[config.mk]
export PLATFORM = sky130hd
export DESIGN_NAME = admittance_offset_filter
export DESIGN_NICKNAME = d
export VERILOG_FILES = /design/src/hdl/aof_pkg.sv /design/src/hdl/aof_mul.sv /design/src/hdl/aof_div.sv /design/src/hdl/admittance_offset_filter.sv
export VERILOG_INCLUDE_DIRS = /design/src /design/src/hdl
export SDC_FILE = /design/constraint.sdc
export NUM_CORES = 2
export LEC_CHECK = 0
export BUFFER_PORTS_ARGS = -buffer_cell sky130_fd_sc_hd__buf_2
export CAP_MARGIN = 20
export CORE_MARGIN = 2
export CORE_UTILIZATION = 35
export DETAILED_ROUTE_END_ITERATION = 12
export PLACE_DENSITY = 0.55
export SYNTH_ARGS = -nofsm -noshare
export SYNTH_HDL_FRONTEND = slang
export SYNTH_HIERARCHICAL = 1
export SYNTH_SLANG_ARGS = --single-unit
[constraint.sdc]
create_clock -name clk -period 13.53 [get_ports clk]
set_input_delay 1.353 -clock clk [delete_from_list [all_inputs] [get_ports clk]]
set_output_delay 1.353 -clock clk [all_outputs]
set_load 0.005 [all_outputs]
[src/hdl/admittance_offset_filter_macros.svh]
// Assertion macros shared by the admittance offset filter RTL.
`ifndef ADMITTANCE_OFFSET_FILTER_MACROS_SVH
`define ADMITTANCE_OFFSET_FILTER_MACROS_SVH

// Same-cycle implication, sampled on clk, off during reset.
`define AOF_ASSERT_NOW(label, ante, cons, msg) \
    label: assert property (@(posedge clk) disable iff (!rst_n) (ante) |-> (cons)) else $error(msg);

// Next-cycle implication, sampled on clk, off during reset.
`define AOF_ASSERT_NEXT(label, ante, cons, msg) \
    label: assert property (@(posedge clk) disable iff (!rst_n) (ante) |=> (cons)) else $error(msg);

`endif

[src/hdl/aof_pkg.sv]
// Types, codes and widths shared by the admittance offset filter.
package aof_pkg;

    localparam int MUL_W  = 64;
    localparam int PROD_W = 128;
    localparam int DIV_W  = 100;
    localparam int QCNT_W = 6;

    localparam logic [2:0] CFG_NATURAL_FREQ  = 3'd0;
    localparam logic [2:0] CFG_DAMPING_RATIO = 3'd1;
    localparam logic [2:0] CFG_STIFFNESS     = 3'd2;
    localparam logic [2:0] CFG_SAMPLE_PERIOD = 3'd3;
    localparam logic [2:0] CFG_FORCE_SOURCE  = 3'd4;
    localparam logic [2:0] CFG_APPLY_OFFSET  = 3'd5;

    localparam logic [1:0] SRC_FOB = 2'd0;
    localparam logic [1:0] SRC_MOB = 2'd1;

    localparam logic [31:0] RST_NATURAL_FREQ  = 32'd655360;
    localparam logic [31:0] RST_DAMPING_RATIO = 32'd65536;
    localparam logic [31:0] RST_STIFFNESS     = 32'd6553600;
    localparam logic [31:0] RST_SAMPLE_PERIOD = 32'd4294967;

    localparam logic [QCNT_W-1:0] G_QBITS   = 6'd62;
    localparam logic [QCNT_W-1:0] OFF_QBITS = 6'd31;

    typedef enum logic [3:0] {
        ST_IDLE,
        ST_AMUL,
        ST_QMUL,
        ST_BMUL,
        ST_GDIV,
        ST_SMUL,
        ST_D1MUL,
        ST_D2MUL,
        ST_ODIV,
        ST_DONE
    } aof_state_t;

endpackage

[src/hdl/aof_mul.sv]
// Bit-serial shift-add unsigned multiplier with early finish.
module aof_mul
    import aof_pkg::*;
(
    input  logic              clk,
    input  logic              rst_n,
    input  logic              start,
    input  logic [MUL_W-1:0]  mcand,
    input  logic [MUL_W-1:0]  mplier,
    output logic              done,
    output logic [PROD_W-1:0] prod
);

    logic              busy_reg, busy_next;
    logic              done_reg, done_next;
    logic [PROD_W-1:0] mc_reg, mc_next;
    logic [MUL_W-1:0]  mp_reg, mp_next;
    logic [PROD_W-1:0] acc_reg, acc_next;

    always_comb
    begin
        busy_next = busy_reg;
        done_next = 1'b0;
        mc_next   = mc_reg;
        mp_next   = mp_reg;
        acc_next  = acc_reg;
        if (start)
        begin
            busy_next = 1'b1;
            mc_next   = {{(PROD_W-MUL_W){1'b0}}, mcand};
            mp_next   = mplier;
            acc_next  = '0;
        end
        else if (busy_reg)
        begin
            // finish once no multiplier bits remain
            if (mp_reg == '0)
            begin
                busy_next = 1'b0;
                done_next = 1'b1;
            end
            else
            begin
                if (mp_reg[0])
                begin
                    acc_next = acc_reg + mc_reg;
                end
                mc_next = {mc_reg[PROD_W-2:0], 1'b0};
                mp_next = {1'b0, mp_reg[MUL_W-1:1]};
            end
        end
    end

    always_ff @(posedge clk or negedge rst_n)
    begin
        if (!rst_n)
        begin
            busy_reg <= 1'b0;
            done_reg <= 1'b0;
        end
        else
        begin
            busy_reg <= busy_next;
            done_reg <= done_next;
        end
    end

    always_ff @(posedge clk)
    begin
        mc_reg  <= mc_next;
        mp_reg  <= mp_next;
        acc_reg <= acc_next;
    end

    assign done = done_reg;
    assign prod = acc_reg;

endmodule

[src/hdl/aof_div.sv]
// Restoring divider, one quotient bit per cycle, with overflow check.
module aof_div
    import aof_pkg::*;
(
    input  logic              clk,
    input  logic              rst_n,
    input  logic              start,
    input  logic [DIV_W-1:0]  dividend,
    input  logic [MUL_W-1:0]  divisor,
    input  logic [QCNT_W-1:0] qbits,
    output logic              done,
    output logic              sat,
    output logic [MUL_W-1:0]  quotient
);

    logic              busy_reg, busy_next;
    logic              check_reg, check_next;
    logic              done_reg, done_next;
    logic              sat_reg, sat_next;
    logic [QCNT_W-1:0] cnt_reg, cnt_next;
    logic [DIV_W-1:0]  rem_reg, rem_next;
    logic [DIV_W-1:0]  dsr_reg, dsr_next;
    logic [MUL_W-1:0]  quo_reg, quo_next;
    logic              ge;

    assign ge = (rem_reg >= dsr_reg);

    always_comb
    begin
        busy_next  = busy_reg;
        check_next = check_reg;
        done_next  = 1'b0;
        sat_next   = sat_reg;
        cnt_next   = cnt_reg;
        rem_next   = rem_reg;
        dsr_next   = dsr_reg;
        quo_next   = quo_reg;
        if (start)
        begin
            busy_next  = 1'b1;
            check_next = 1'b1;
            sat_next   = 1'b0;
            cnt_next   = qbits;
            rem_next   = dividend;
            dsr_next   = {{(DIV_W-MUL_W){1'b0}}, divisor} << qbits;
            quo_next   = '0;
        end
        else if (busy_reg && check_reg)
        begin
            // if the quotient would not fit, flag and stop
            check_next = 1'b0;
            dsr_next   = {1'b0, dsr_reg[DIV_W-1:1]};
            if (ge)
            begin
                sat_next  = 1'b1;
                busy_next = 1'b0;
                done_next = 1'b1;
            end
        end
        else if (busy_reg)
        begin
            if (ge)
            begin
                rem_next = rem_reg - dsr_reg;
            end
            quo_next = {quo_reg[MUL_W-2:0], ge};
            dsr_next = {1'b0, dsr_reg[DIV_W-1:1]};
            cnt_next = cnt_reg - 1'b1;
            if (cnt_reg == QCNT_W'(1))
            begin
                busy_next = 1'b0;
                done_next = 1'b1;
            end
        end
    end

    always_ff @(posedge clk or negedge rst_n)
    begin
        if (!rst_n)
        begin
            busy_reg  <= 1'b0;
            check_reg <= 1'b0;
            done_reg  <= 1'b0;
        end
        else
        begin
            busy_reg  <= busy_next;
            check_reg <= check_next;
            done_reg  <= done_next;
        end
    end

    always_ff @(posedge clk)
    begin
        sat_reg <= sat_next;
        cnt_reg <= cnt_next;
        rem_reg <= rem_next;
        dsr_reg <= dsr_next;
        quo_reg <= quo_next;
    end

    assign done     = done_reg;
    assign sat      = sat_reg;
    assign quotient = quo_reg;

endmodule

[src/hdl/admittance_offset_filter.sv]
// Admittance offset filter: Tustin mass-spring-damper offset on a position reference.
// One item in, one item out. Each item runs through a sequencer around one bit-serial
// multiplier and one restoring divider. A multiplication stops early once its remaining
// multiplier bits are zero, and a division stops early when its quotient overflows.
// With force_source 2 or 3 the previous offset is repeated. A new item is taken while
// the previous result still waits at the output register.
module admittance_offset_filter
    import aof_pkg::*;
(
    input  logic               clk,
    input  logic               rst_n,
    input  logic               cfg_we,
    input  logic [2:0]         cfg_index,
    input  logic [31:0]        cfg_data,
    input  logic               in_valid,
    output logic               in_stall,
    input  logic signed [31:0] fob_force,
    input  logic signed [31:0] mob_force,
    input  logic signed [31:0] position_ref,
    output logic               out_valid,
    input  logic               out_stall,
    output logic signed [31:0] position_offset,
    output logic signed [31:0] adjusted_ref
);

`include "admittance_offset_filter_macros.svh"

    aof_state_t state_reg, state_next;
    logic       phase_reg, phase_next;

    logic [31:0] wn_reg, zeta_reg, k_reg, ts_reg;
    logic [1:0]  src_reg;
    logic        apply_reg;

    logic signed [31:0] fob_h0_reg, fob_h1_reg, mob_h0_reg, mob_h1_reg;
    logic signed [31:0] off_h0_reg, off_h1_reg;
    logic signed [31:0] fob_in_reg, mob_in_reg, ref_reg;

    logic [47:0]        a_reg;
    logic [56:0]        q_reg, b_reg;
    logic [62:0]        g_reg;
    logic signed [DIV_W-1:0] num_reg;
    logic signed [31:0] off_reg;

    logic               out_valid_reg;
    logic signed [31:0] out_off_reg, out_adj_reg;

    logic accept, emit, taken;
    logic mul_start, div_start, mul_done, div_done, div_sat;
    logic mul_step, div_step;
    logic [MUL_W-1:0]  mul_a, mul_b, div_quo;
    logic [PROD_W-1:0] mul_prod;
    logic [DIV_W-1:0]  div_n;
    logic [MUL_W-1:0]  div_d;
    logic [QCNT_W-1:0] div_q;

    logic [31:0]        k_eff;
    logic [63:0]        c1;
    logic signed [63:0] c2, c3;
    logic [63:0]        c2_mag, c3_mag;
    logic signed [31:0] f_sel, h0_sel, h1_sel;
    logic signed [34:0] s_sum;
    logic [34:0]        s_mag;
    logic [31:0]        d1_mag, d2_mag;
    logic [DIV_W-1:0]   num_mag;
    logic               term_neg;
    logic signed [DIV_W-1:0] term;
    logic [63:0]        prod_hi32, prod_hi16;
    logic [30:0]        quo31;
    logic signed [32:0] adj_sum;
    logic signed [31:0] adj_sat;

    localparam logic [63:0] QB_CAP = 64'd1 << 56;

    assign accept = in_valid && !in_stall;
    assign taken  = out_valid_reg && !out_stall;

    assign mul_step = state_reg inside {ST_AMUL, ST_QMUL, ST_BMUL, ST_SMUL, ST_D1MUL, ST_D2MUL};
    assign div_step = state_reg inside {ST_GDIV, ST_ODIV};

    // next state
    always_comb
    begin
        state_next = state_reg;
        phase_next = phase_reg;
        case (state_reg)
            ST_IDLE:
            begin
                if (accept)
                begin
                    state_next = (src_reg == SRC_FOB || src_reg == SRC_MOB) ? ST_AMUL : ST_DONE;
                    phase_next = 1'b0;
                end
            end
            ST_AMUL, ST_QMUL, ST_BMUL, ST_SMUL, ST_D1MUL, ST_D2MUL:
            begin
                if (!phase_reg)
                begin
                    phase_next = 1'b1;
                end
                else if (mul_done)
                begin
                    phase_next = 1'b0;
                    case (state_reg)
                        ST_AMUL:  state_next = ST_QMUL;
                        ST_QMUL:  state_next = ST_BMUL;
                        ST_BMUL:  state_next = ST_GDIV;
                        ST_SMUL:  state_next = ST_D1MUL;
                        ST_D1MUL: state_next = ST_D2MUL;
                        default:  state_next = ST_ODIV;
                    endcase
                end
            end
            ST_GDIV, ST_ODIV:
            begin
                if (!phase_reg)
                begin
                    phase_next = 1'b1;
                end
                else if (div_done)
                begin
                    phase_next = 1'b0;
                    state_next = (state_reg == ST_GDIV) ? ST_SMUL : ST_DONE;
                end
            end
            ST_DONE:
            begin
                if (emit)
                begin
                    state_next = ST_IDLE;
                end
            end
            default:
            begin
                state_next = ST_IDLE;
                phase_next = 1'b0;
            end
        endcase
    end

    // control outputs
    always_comb
    begin
        in_stall  = 1'b1;
        mul_start = 1'b0;
        div_start = 1'b0;
        emit      = 1'b0;
        case (state_reg)
            ST_IDLE:  in_stall = 1'b0;
            ST_AMUL, ST_QMUL, ST_BMUL, ST_SMUL, ST_D1MUL, ST_D2MUL:
                mul_start = !phase_reg;
            ST_GDIV, ST_ODIV:
                div_start = !phase_reg;
            ST_DONE:  emit = !out_valid_reg || !out_stall;
            default:  in_stall = 1'b1;
        endcase
    end

    // coefficients, all normalized by the virtual mass
    assign k_eff  = (k_reg == '0) ? 32'd1 : k_reg;
    assign c1     = (64'd1 << 34) + {5'd0, b_reg, 2'b00} + {7'd0, q_reg};
    assign c2     = $signed({6'd0, q_reg, 1'b0}) - $signed(64'd1 << 35);
    assign c3     = $signed((64'd1 << 34) + {7'd0, q_reg}) - $signed({5'd0, b_reg, 2'b00});
    assign c2_mag = c2[63] ? 64'(-c2) : 64'(c2);
    assign c3_mag = c3[63] ? 64'(-c3) : 64'(c3);

    assign f_sel  = (src_reg == SRC_FOB) ? fob_in_reg : mob_in_reg;
    assign h0_sel = (src_reg == SRC_FOB) ? fob_h0_reg : mob_h0_reg;
    assign h1_sel = (src_reg == SRC_FOB) ? fob_h1_reg : mob_h1_reg;
    assign s_sum  = 35'(f_sel) + 35'(h0_sel) + 35'(h0_sel) + 35'(h1_sel);
    assign s_mag  = s_sum[34] ? 35'(-s_sum) : 35'(s_sum);
    assign d1_mag = off_h0_reg[31] ? 32'(-off_h0_reg) : 32'(off_h0_reg);
    assign d2_mag = off_h1_reg[31] ? 32'(-off_h1_reg) : 32'(off_h1_reg);
    assign num_mag = num_reg[DIV_W-1] ? DIV_W'(-num_reg) : DIV_W'(num_reg);

    // multiplier operands and sign of the term being accumulated
    always_comb
    begin
        mul_a    = '0;
        mul_b    = '0;
        term_neg = 1'b0;
        case (state_reg)
            ST_AMUL:
            begin
                mul_a = {32'd0, wn_reg};
                mul_b = {32'd0, ts_reg};
            end
            ST_QMUL:
            begin
                mul_a = {16'd0, a_reg};
                mul_b = {16'd0, a_reg};
            end
            ST_BMUL:
            begin
                mul_a = {16'd0, a_reg};
                mul_b = {32'd0, zeta_reg};
            end
            ST_SMUL:
            begin
                mul_a    = {1'b0, g_reg};
                mul_b    = {29'd0, s_mag};
                term_neg = s_sum[34];
            end
            ST_D1MUL:
            begin
                mul_a    = c2_mag;
                mul_b    = {32'd0, d1_mag};
                term_neg = !(c2[63] ^ off_h0_reg[31]);
            end
            ST_D2MUL:
            begin
                mul_a    = c3_mag;
                mul_b    = {32'd0, d2_mag};
                term_neg = !(c3[63] ^ off_h1_reg[31]);
            end
            default:
            begin
                mul_a    = '0;
                mul_b    = '0;
                term_neg = 1'b0;
            end
        endcase
    end

    assign term = term_neg ? -$signed(mul_prod[DIV_W-1:0]) : $signed(mul_prod[DIV_W-1:0]);
    assign prod_hi32 = mul_prod[95:32];
    assign prod_hi16 = mul_prod[79:16];

    assign div_n = (state_reg == ST_GDIV) ? {{(DIV_W-73){1'b0}}, q_reg, 16'd0} : num_mag;
    assign div_d = (state_reg == ST_GDIV) ? {32'd0, k_eff} : c1;
    assign div_q = (state_reg == ST_GDIV) ? G_QBITS : OFF_QBITS;
    assign quo31 = div_quo[30:0];

    assign adj_sum = 33'(ref_reg) + 33'(off_reg);
    assign adj_sat = (adj_sum[32] != adj_sum[31]) ?
                     (adj_sum[32] ? 32'sh80000000 : 32'sh7FFFFFFF) : adj_sum[31:0];

    aof_mul u_mul (
        .clk    (clk),
        .rst_n  (rst_n),
        .start  (mul_start),
        .mcand  (mul_a),
        .mplier (mul_b),
        .done   (mul_done),
        .prod   (mul_prod)
    );

    aof_div u_div (
        .clk      (clk),
        .rst_n    (rst_n),
        .start    (div_start),
        .dividend (div_n),
        .divisor  (div_d),
        .qbits    (div_q),
        .done     (div_done),
        .sat      (div_sat),
        .quotient (div_quo)
    );

    always_ff @(posedge clk or negedge rst_n)
    begin
        if (!rst_n)
        begin
            state_reg     <= ST_IDLE;
            phase_reg     <= 1'b0;
            out_valid_reg <= 1'b0;
            wn_reg        <= RST_NATURAL_FREQ;
            zeta_reg      <= RST_DAMPING_RATIO;
            k_reg         <= RST_STIFFNESS;
            ts_reg        <= RST_SAMPLE_PERIOD;
            src_reg       <= SRC_FOB;
            apply_reg     <= 1'b0;
            fob_h0_reg    <= '0;
            fob_h1_reg    <= '0;
            mob_h0_reg    <= '0;
            mob_h1_reg    <= '0;
            off_h0_reg    <= '0;
            off_h1_reg    <= '0;
        end
        else
        begin
            state_reg <= state_next;
            phase_reg <= phase_next;
            if (cfg_we)
            begin
                case (cfg_index)
                    CFG_NATURAL_FREQ:  wn_reg    <= cfg_data;
                    CFG_DAMPING_RATIO: zeta_reg  <= cfg_data;
                    CFG_STIFFNESS:     k_reg     <= cfg_data;
                    CFG_SAMPLE_PERIOD: ts_reg    <= cfg_data;
                    CFG_FORCE_SOURCE:  src_reg   <= cfg_data[1:0];
                    CFG_APPLY_OFFSET:  apply_reg <= cfg_data[0];
                    default:           ;
                endcase
            end
            if (emit)
            begin
                out_valid_reg <= 1'b1;
                fob_h1_reg    <= fob_h0_reg;
                fob_h0_reg    <= fob_in_reg;
                mob_h1_reg    <= mob_h0_reg;
                mob_h0_reg    <= mob_in_reg;
                off_h1_reg    <= off_h0_reg;
                off_h0_reg    <= off_reg;
            end
            else if (taken)
            begin
                out_valid_reg <= 1'b0;
            end
        end
    end

    always_ff @(posedge clk)
    begin
        if (accept)
        begin
            fob_in_reg <= fob_force;
            mob_in_reg <= mob_force;
            ref_reg    <= position_ref;
            off_reg    <= off_h0_reg;
        end
        if (phase_reg && mul_done)
        begin
            case (state_reg)
                ST_AMUL:  a_reg <= mul_prod[63:16];
                ST_QMUL:  q_reg <= (prod_hi32 > QB_CAP) ? QB_CAP[56:0] : prod_hi32[56:0];
                ST_BMUL:  b_reg <= (prod_hi16 > QB_CAP) ? QB_CAP[56:0] : prod_hi16[56:0];
                ST_SMUL:  num_reg <= term;
                default:  num_reg <= num_reg + term;
            endcase
        end
        if (phase_reg && div_done)
        begin
            if (state_reg == ST_GDIV)
            begin
                g_reg <= div_sat ? (63'd1 << 62) : div_quo[62:0];
            end
            else if (div_sat)
            begin
                off_reg <= num_reg[DIV_W-1] ? 32'sh80000000 : 32'sh7FFFFFFF;
            end
            else
            begin
                off_reg <= num_reg[DIV_W-1] ? -$signed({1'b0, quo31}) : $signed({1'b0, quo31});
            end
        end
        if (emit)
        begin
            out_off_reg <= off_reg;
            out_adj_reg <= apply_reg ? adj_sat : ref_reg;
        end
    end

    assign out_valid       = out_valid_reg;
    assign position_offset = out_off_reg;
    assign adjusted_ref    = out_adj_reg;

    `AOF_ASSERT_NEXT(a_accept_leaves_idle, accept, state_reg != ST_IDLE, "stayed idle")
    `AOF_ASSERT_NOW(a_mul_done_waited, mul_done, phase_reg && mul_step, "stray multiply done")
    `AOF_ASSERT_NOW(a_div_done_waited, div_done, phase_reg && div_step, "stray divide done")
    `AOF_ASSERT_NEXT(a_emit_valid, emit, out_valid_reg && state_reg == ST_IDLE, "result not shown")

endmodule
* Word level (Yosys, flattened, before mapping)
Index checks and enable logic that the tools add are counted.
** Word-level totals
- Bits in registers :: 1441
- Bits of input ports :: 136
- Output and inout bits :: 66
** Cells by class
- Add/sub/neg operators :: 21
- Order comparisons :: 3
- Equal/unequal tests :: 26
- Shift operators :: 1
- Muxes and demuxes :: 83
- Bitwise gates (word level) :: 6
- Reduce and logical (&&, ||, !) cells :: 47
** Operators with widths (count)
- two-way mux 100 bit :: 10
- two-way mux 64 bit :: 8
- two-way mux 32 bit :: 15
- case mux 64 bit (5 select lines) :: 1
- case mux 48 bit (6 select lines) :: 1
- negation 100 bit :: 2
- case mux 100 bit (2 select lines) :: 1
- adder 128 bit :: 1
- greater-than comparator 64 x 57 -> 1 bit (second input constant) :: 2
- adder 100 bit :: 1
- >= comparator 100 bit :: 1
- << shifter 61 x 6 -> 100 bit :: 1
- subtractor 100 bit :: 1
- adder 32 x 32 -> 33 bit :: 2
- logical NOT 64 bit :: 1
- negation 32 bit :: 2
- negation 59 -> 64 bit :: 1
- negation 60 -> 64 bit :: 1
- adder 60 x 57 -> 61 bit :: 1
- two-way mux 61 bit :: 1
- adder 35 x 59 -> 60 bit (first input constant) :: 1
- subtractor 58 x 59 -> 60 bit :: 1
- subtractor 58 x 36 -> 59 bit (second input constant) :: 1
- adder 35 x 57 -> 58 bit (first input constant) :: 1
- other kinds (43) :: 129

* Depth between registers and ports, before layout
- Word-level depth :: 9
- Mapped depth :: 36
- Gate-level depth less buffers :: 29

* Hierarchy
The synthesis kept the hierarchy.
** Modules (own cells, without submodules)
- admittance_offset_filter :: instances 1, cells each 7169, area an instance 64413.0 um^2, sequential area each 23457.5 um^2
- aof_div :: instances 1, cells each 2656, area an instance 21983.6 um^2, sequential area each 7562.3 um^2
- aof_mul :: instances 1, cells each 2362, area an instance 20659.8 um^2, sequential area each 7737.4 um^2

* Least setup slack after synthesis
No wires, ideal clock.
- Path type :: flip-flop to flip-flop
- Start :: register src_reg[0]
- End :: register num_reg[92], data pin
- Arrival time :: 8.606 ns
- Path slack :: 4.664 ns
- Stages on the path, launching flop included :: 37
- Buffers on the path :: 7
- Path through :: dfrtp_1 > nor2_1 > clkbuf_1 > clkbuf_1 > mux2i_1 > fa_1 > inv_1 > ha_1 > clkbuf_1 > a21oi_1 > a21o_1 > o21ai_0 > and3b_1 > nor2_1 > o31ai_1 > o211a_1 > o31ai_1 > or2_2 > clkbuf_1 > buf_2 > clkbuf_1 > o31ai_1 > xnor2_1 > ha_1 > clkbuf_1 > nand2_1 > nor3_1 > nand4_1 > a2111oi_0 > o2111ai_1 > a21oi_1 > a21oi_1 > o41ai_1 > a21oi_1 > o41ai_1 > xor2_1 > mux2_2
** Between the ends
- Cells in the longest elaborated chain, start to end :: 9
** RTL lines
- start, declared :: RTL line admittance_offset_filter.sv:32 : logic [1:0] src_reg;
- start signal, assigned :: RTL line admittance_offset_filter.sv:291 : CFG_FORCE_SOURCE: src_reg <= cfg_data[1:0];
- logical NOT 2 bit (*) :: RTL line admittance_offset_filter.sv:167, admittance_offset_filter.sv:168, admittance_offset_filter.sv:169
- two-way mux 32 bit (on tied branches) :: RTL line admittance_offset_filter.sv:167, admittance_offset_filter.sv:168
- adder 32 x 32 -> 33 bit :: RTL line admittance_offset_filter.sv:170 : assign s_sum = 35'(f_sel) + 35'(h0_sel) + 35'(h0_sel) + 35'(h1_sel);
- adder 33 x 32 -> 34 bit :: RTL line admittance_offset_filter.sv:170
- adder 34 x 32 -> 35 bit (*) :: RTL line admittance_offset_filter.sv:170
- case mux 1 bit (3 select lines) (*) :: RTL line admittance_offset_filter.sv:182 : case (state_reg)
- two-way mux 100 bit (*) :: RTL line admittance_offset_filter.sv:225 : assign term = term_neg ? -$signed(mul_prod[DIV_W-1:0]) : $signed(mul_prod[DIV_W-1:0]);
- adder 100 bit :: RTL line admittance_offset_filter.sv:329 : default: num_reg <= num_reg + term;
- case mux 100 bit (2 select lines) (*) :: RTL line admittance_offset_filter.sv:324 : case (state_reg)
- end signal, assigned :: RTL line admittance_offset_filter.sv:328 : ST_SMUL: num_reg <= term;
- end signal, assigned :: RTL line admittance_offset_filter.sv:329
- end, declared :: RTL line admittance_offset_filter.sv:42 : logic signed [DIV_W-1:0] num_reg;
Every way passes the cells marked *; elsewhere a longest branch is shown, timed or not.
A chain may end at the register's enable or synchronous reset.

* Worst setup path in the final report
Ends and elaborated chain as after synthesis.

==> flow_summary.json <==
{
  "status": "complete, no violations",
  "clockRootBuffer": "clkbuf_16",
  "cts_max_path_buffers": 4,
  "final_core_util_pct": 38.9,
  "finalHoldViolations": 0,
  "avgSynthCellArea_um2": 8.83,
  "fin_crit_ns": 11.17,
  "postCtsSetupBuffers": 0,
  "r2r_end": "num_reg[92]",
  "grt_pass1_vias": 85340,
  "hpwl_um": 301000,
  "cellPowerDensity_nw_per_um2": 310,
  "path_common_cell": "a21oi_1",
  "initialDrtViolationCount": 10229,
  "path_class": "reg -> reg",
  "holdCritStartpoint": "u_div/quotient[62]",
  "r2r_start": "src_reg[0]",
  "drive_gt1_share_pct": 11.3,
  "multi_input_area_um2": 61700,
  "hp-class": "reg -> reg",
  "h-tree-depth": 4,
  "gr-total-overflow": 0,
  "p_leak_nw": 46.5,
  "wl_um": 390000,
  "grt_start_max_net_pins": 186,
  "crit_arrival_ns": 11.79,
  "finalSetupViolations": 0,
  "critPathRequiredTime_ns": 14.14,
  "globalplace.congestion": 0.981,
  "rr_worst_depth": 32,
  "drc": 0,
  "port_buffers": 201,
  "path_max_fanout": 68,
  "first_pass_iters": 9,
  "via_per_inst": 5.77,
  "whs_path_depth": 2,
  "relSlewSlack_pct": 22.3,
  "path_clk_slew_ns": 0.06,
  "cts.repair.resized": 0,
  "die-area_um2": 299000,
  "timing.final.crit_share_pct": 82.6,
  "fin_tns_setup_ns": 0,
  "num-fill-cells": 29648,
  "dp_cells": 15355,
  "cpPeakStageDelay_ns": 0.86,
  "max_clock_freq_mhz": 89.5,
  "dieWidth_um": 547,
  "drt-wirelength-per-cell_um": 24.8,
  "hold_end": "u_div/quotient[62]",
  "cts_buffers": 174,
  "total_power_w": 0.0354,
  "synth.cell_area_um2": 103000,
  "ioPinCount": 202,
  "syn_inst": 11681,
  "max_cap_viol_count": 0,
  "critical_path.endpoint_type": "flip-flop",
  "max-vdd-ir-drop_v": 0.000185,
  "clock_skew_ns": 0.0623,
  "die_h_um": 547,
  "cts_tree": "built",
  "worst_slew_pin_slew_ns": 1.15,
  "antenna_found_initial": 41,
  "seqCellArea_um2": 37600,
  "holdBufCountCts": 0,
  "start_util_pct": 35.2,
  "layout.nets": 12395,
  "rsz0062_at_grt": "no",
  "ys_warn_count": 6,
  "area_growth_pct": 10.7,
  "vias": 90751,
  "placementRows": 199,
  "ant_nets": 0,
  "final-max-slew-violation-count": 0,
  "slowest_stage": "o31ai_1",
  "r2r_slack_ns": 2.36,
  "grt_first_pass_wirelength_um": 572000,
  "clock_sinks": 1385,
  "coreArea_um2": 294000,
  "startpoint_type": "flip-flop",
  "clock_latency_ns": 0.87,
  "fin_cells": 15715,
  "track_usage_pct": 25.0
}
-- metal layers --
| layer | vias to the layer above | share of wire, % | GRT usage, % | wire (um) |
|---|---|---|---|---|
| li1 | 42239 | - | - | - |
| met1 | 44346 | 45 | 35.9 | 176000 |
| met2 | 3531 | 42 | 37.2 | 166000 |
| met3 | 611 | 8.3 | 4.65 | 32200 |
| met4 | 24 | 4.0 | 9.38 | 15800 |
| met5 | - | 0.039 | 0 | 151 |
-- placed cells by master (no fill, tap or decap), types with 227 or more instances in the layout --
cell type / count
a21oi_1: 910
xnor2_1: 468
inv_1: 456
dfxtp_1: 231
mux2i_1: 227
ha_1: 606
dfrtp_1: 317
nand2_1: 1853
mux2_2: 417
edfxtp_1: 819
o21ai_0: 714
xor2_1: 331
nor2_1: 747
a21o_1: 267
-- stage by stage --
| step | cell area, um^2 | hold slack [ns] | setup WS [ns] |
|---|---|---|---|
| 2_1_floorplan | 103000 | 0.431 | 4.66 |
| 3_3_place_gp | 108000 | 0.442 | 2.50 |
| 4_1_cts | 114000 | 0.457 | 2.35 |
| 6_report | 114000 | 0.453 | 2.36 |
| 3_5_place_dp | 108000 | 0.449 | 2.42 |
| 5_1_grt | 114000 | 0.479 | 1.80 |
-- report_power, final --
| group | total [W] | switching, W | internal, W | leakage (nW) |
|---|---|---|---|---|
| clock | 0.00484 | 0.00204 | 0.00280 | 2.81 |
| combinational | 0.0232 | 0.0144 | 0.00875 | 29.8 |
| sequential | 0.00731 | 0.000891 | 0.00642 | 13.9 |
| total | 0.0354 | 0.0174 | 0.0180 | 46.5 |
-- critical path, delay by kind of cell (launching register included) --
kind                     cells  cell delay, ns
AO/OA/AOI/OAI               14            4.90
XOR/XNOR                     2            0.31
adder cells (fa/ha/maj)      3            1.12
buffers and inverters        4            1.06
flip-flops                   1            0.40
multiplexers                 2            0.57
AND/OR/NAND/NOR              7            2.49
-- area by class of cell --
class,instances,share of cell area [%]
Multi-Input combinational cell,9210,54.0
Sequential cell,1385,32.9
Tap cell,3919,4.29
Clock buffer,230,4.24
Timing Repair Buffer,378,2.08
Inverter,466,1.55
Clock inverter,92,0.852
Antenna cell,35,0.0767
-- worst max-delay path by stage --
| stage | to | startpoint | cells past startpoint | slack, ns |
|---|---|---|---|---|
| after floorplan | num_reg[92] | src_reg[0] | 36 | 4.66 |
| after global placement | num_reg[92] | src_reg[0] | 32 | 2.50 |
| after detailed placement | num_reg[92] | src_reg[1] | 32 | 2.42 |
| after CTS | num_reg[92] | src_reg[0] | 32 | 2.35 |
| after global routing | num_reg[92] | src_reg[0] | 32 | 1.80 |
| final | num_reg[92] | src_reg[0] | 32 | 2.36 |
Power figures use the tool's default switching activity.
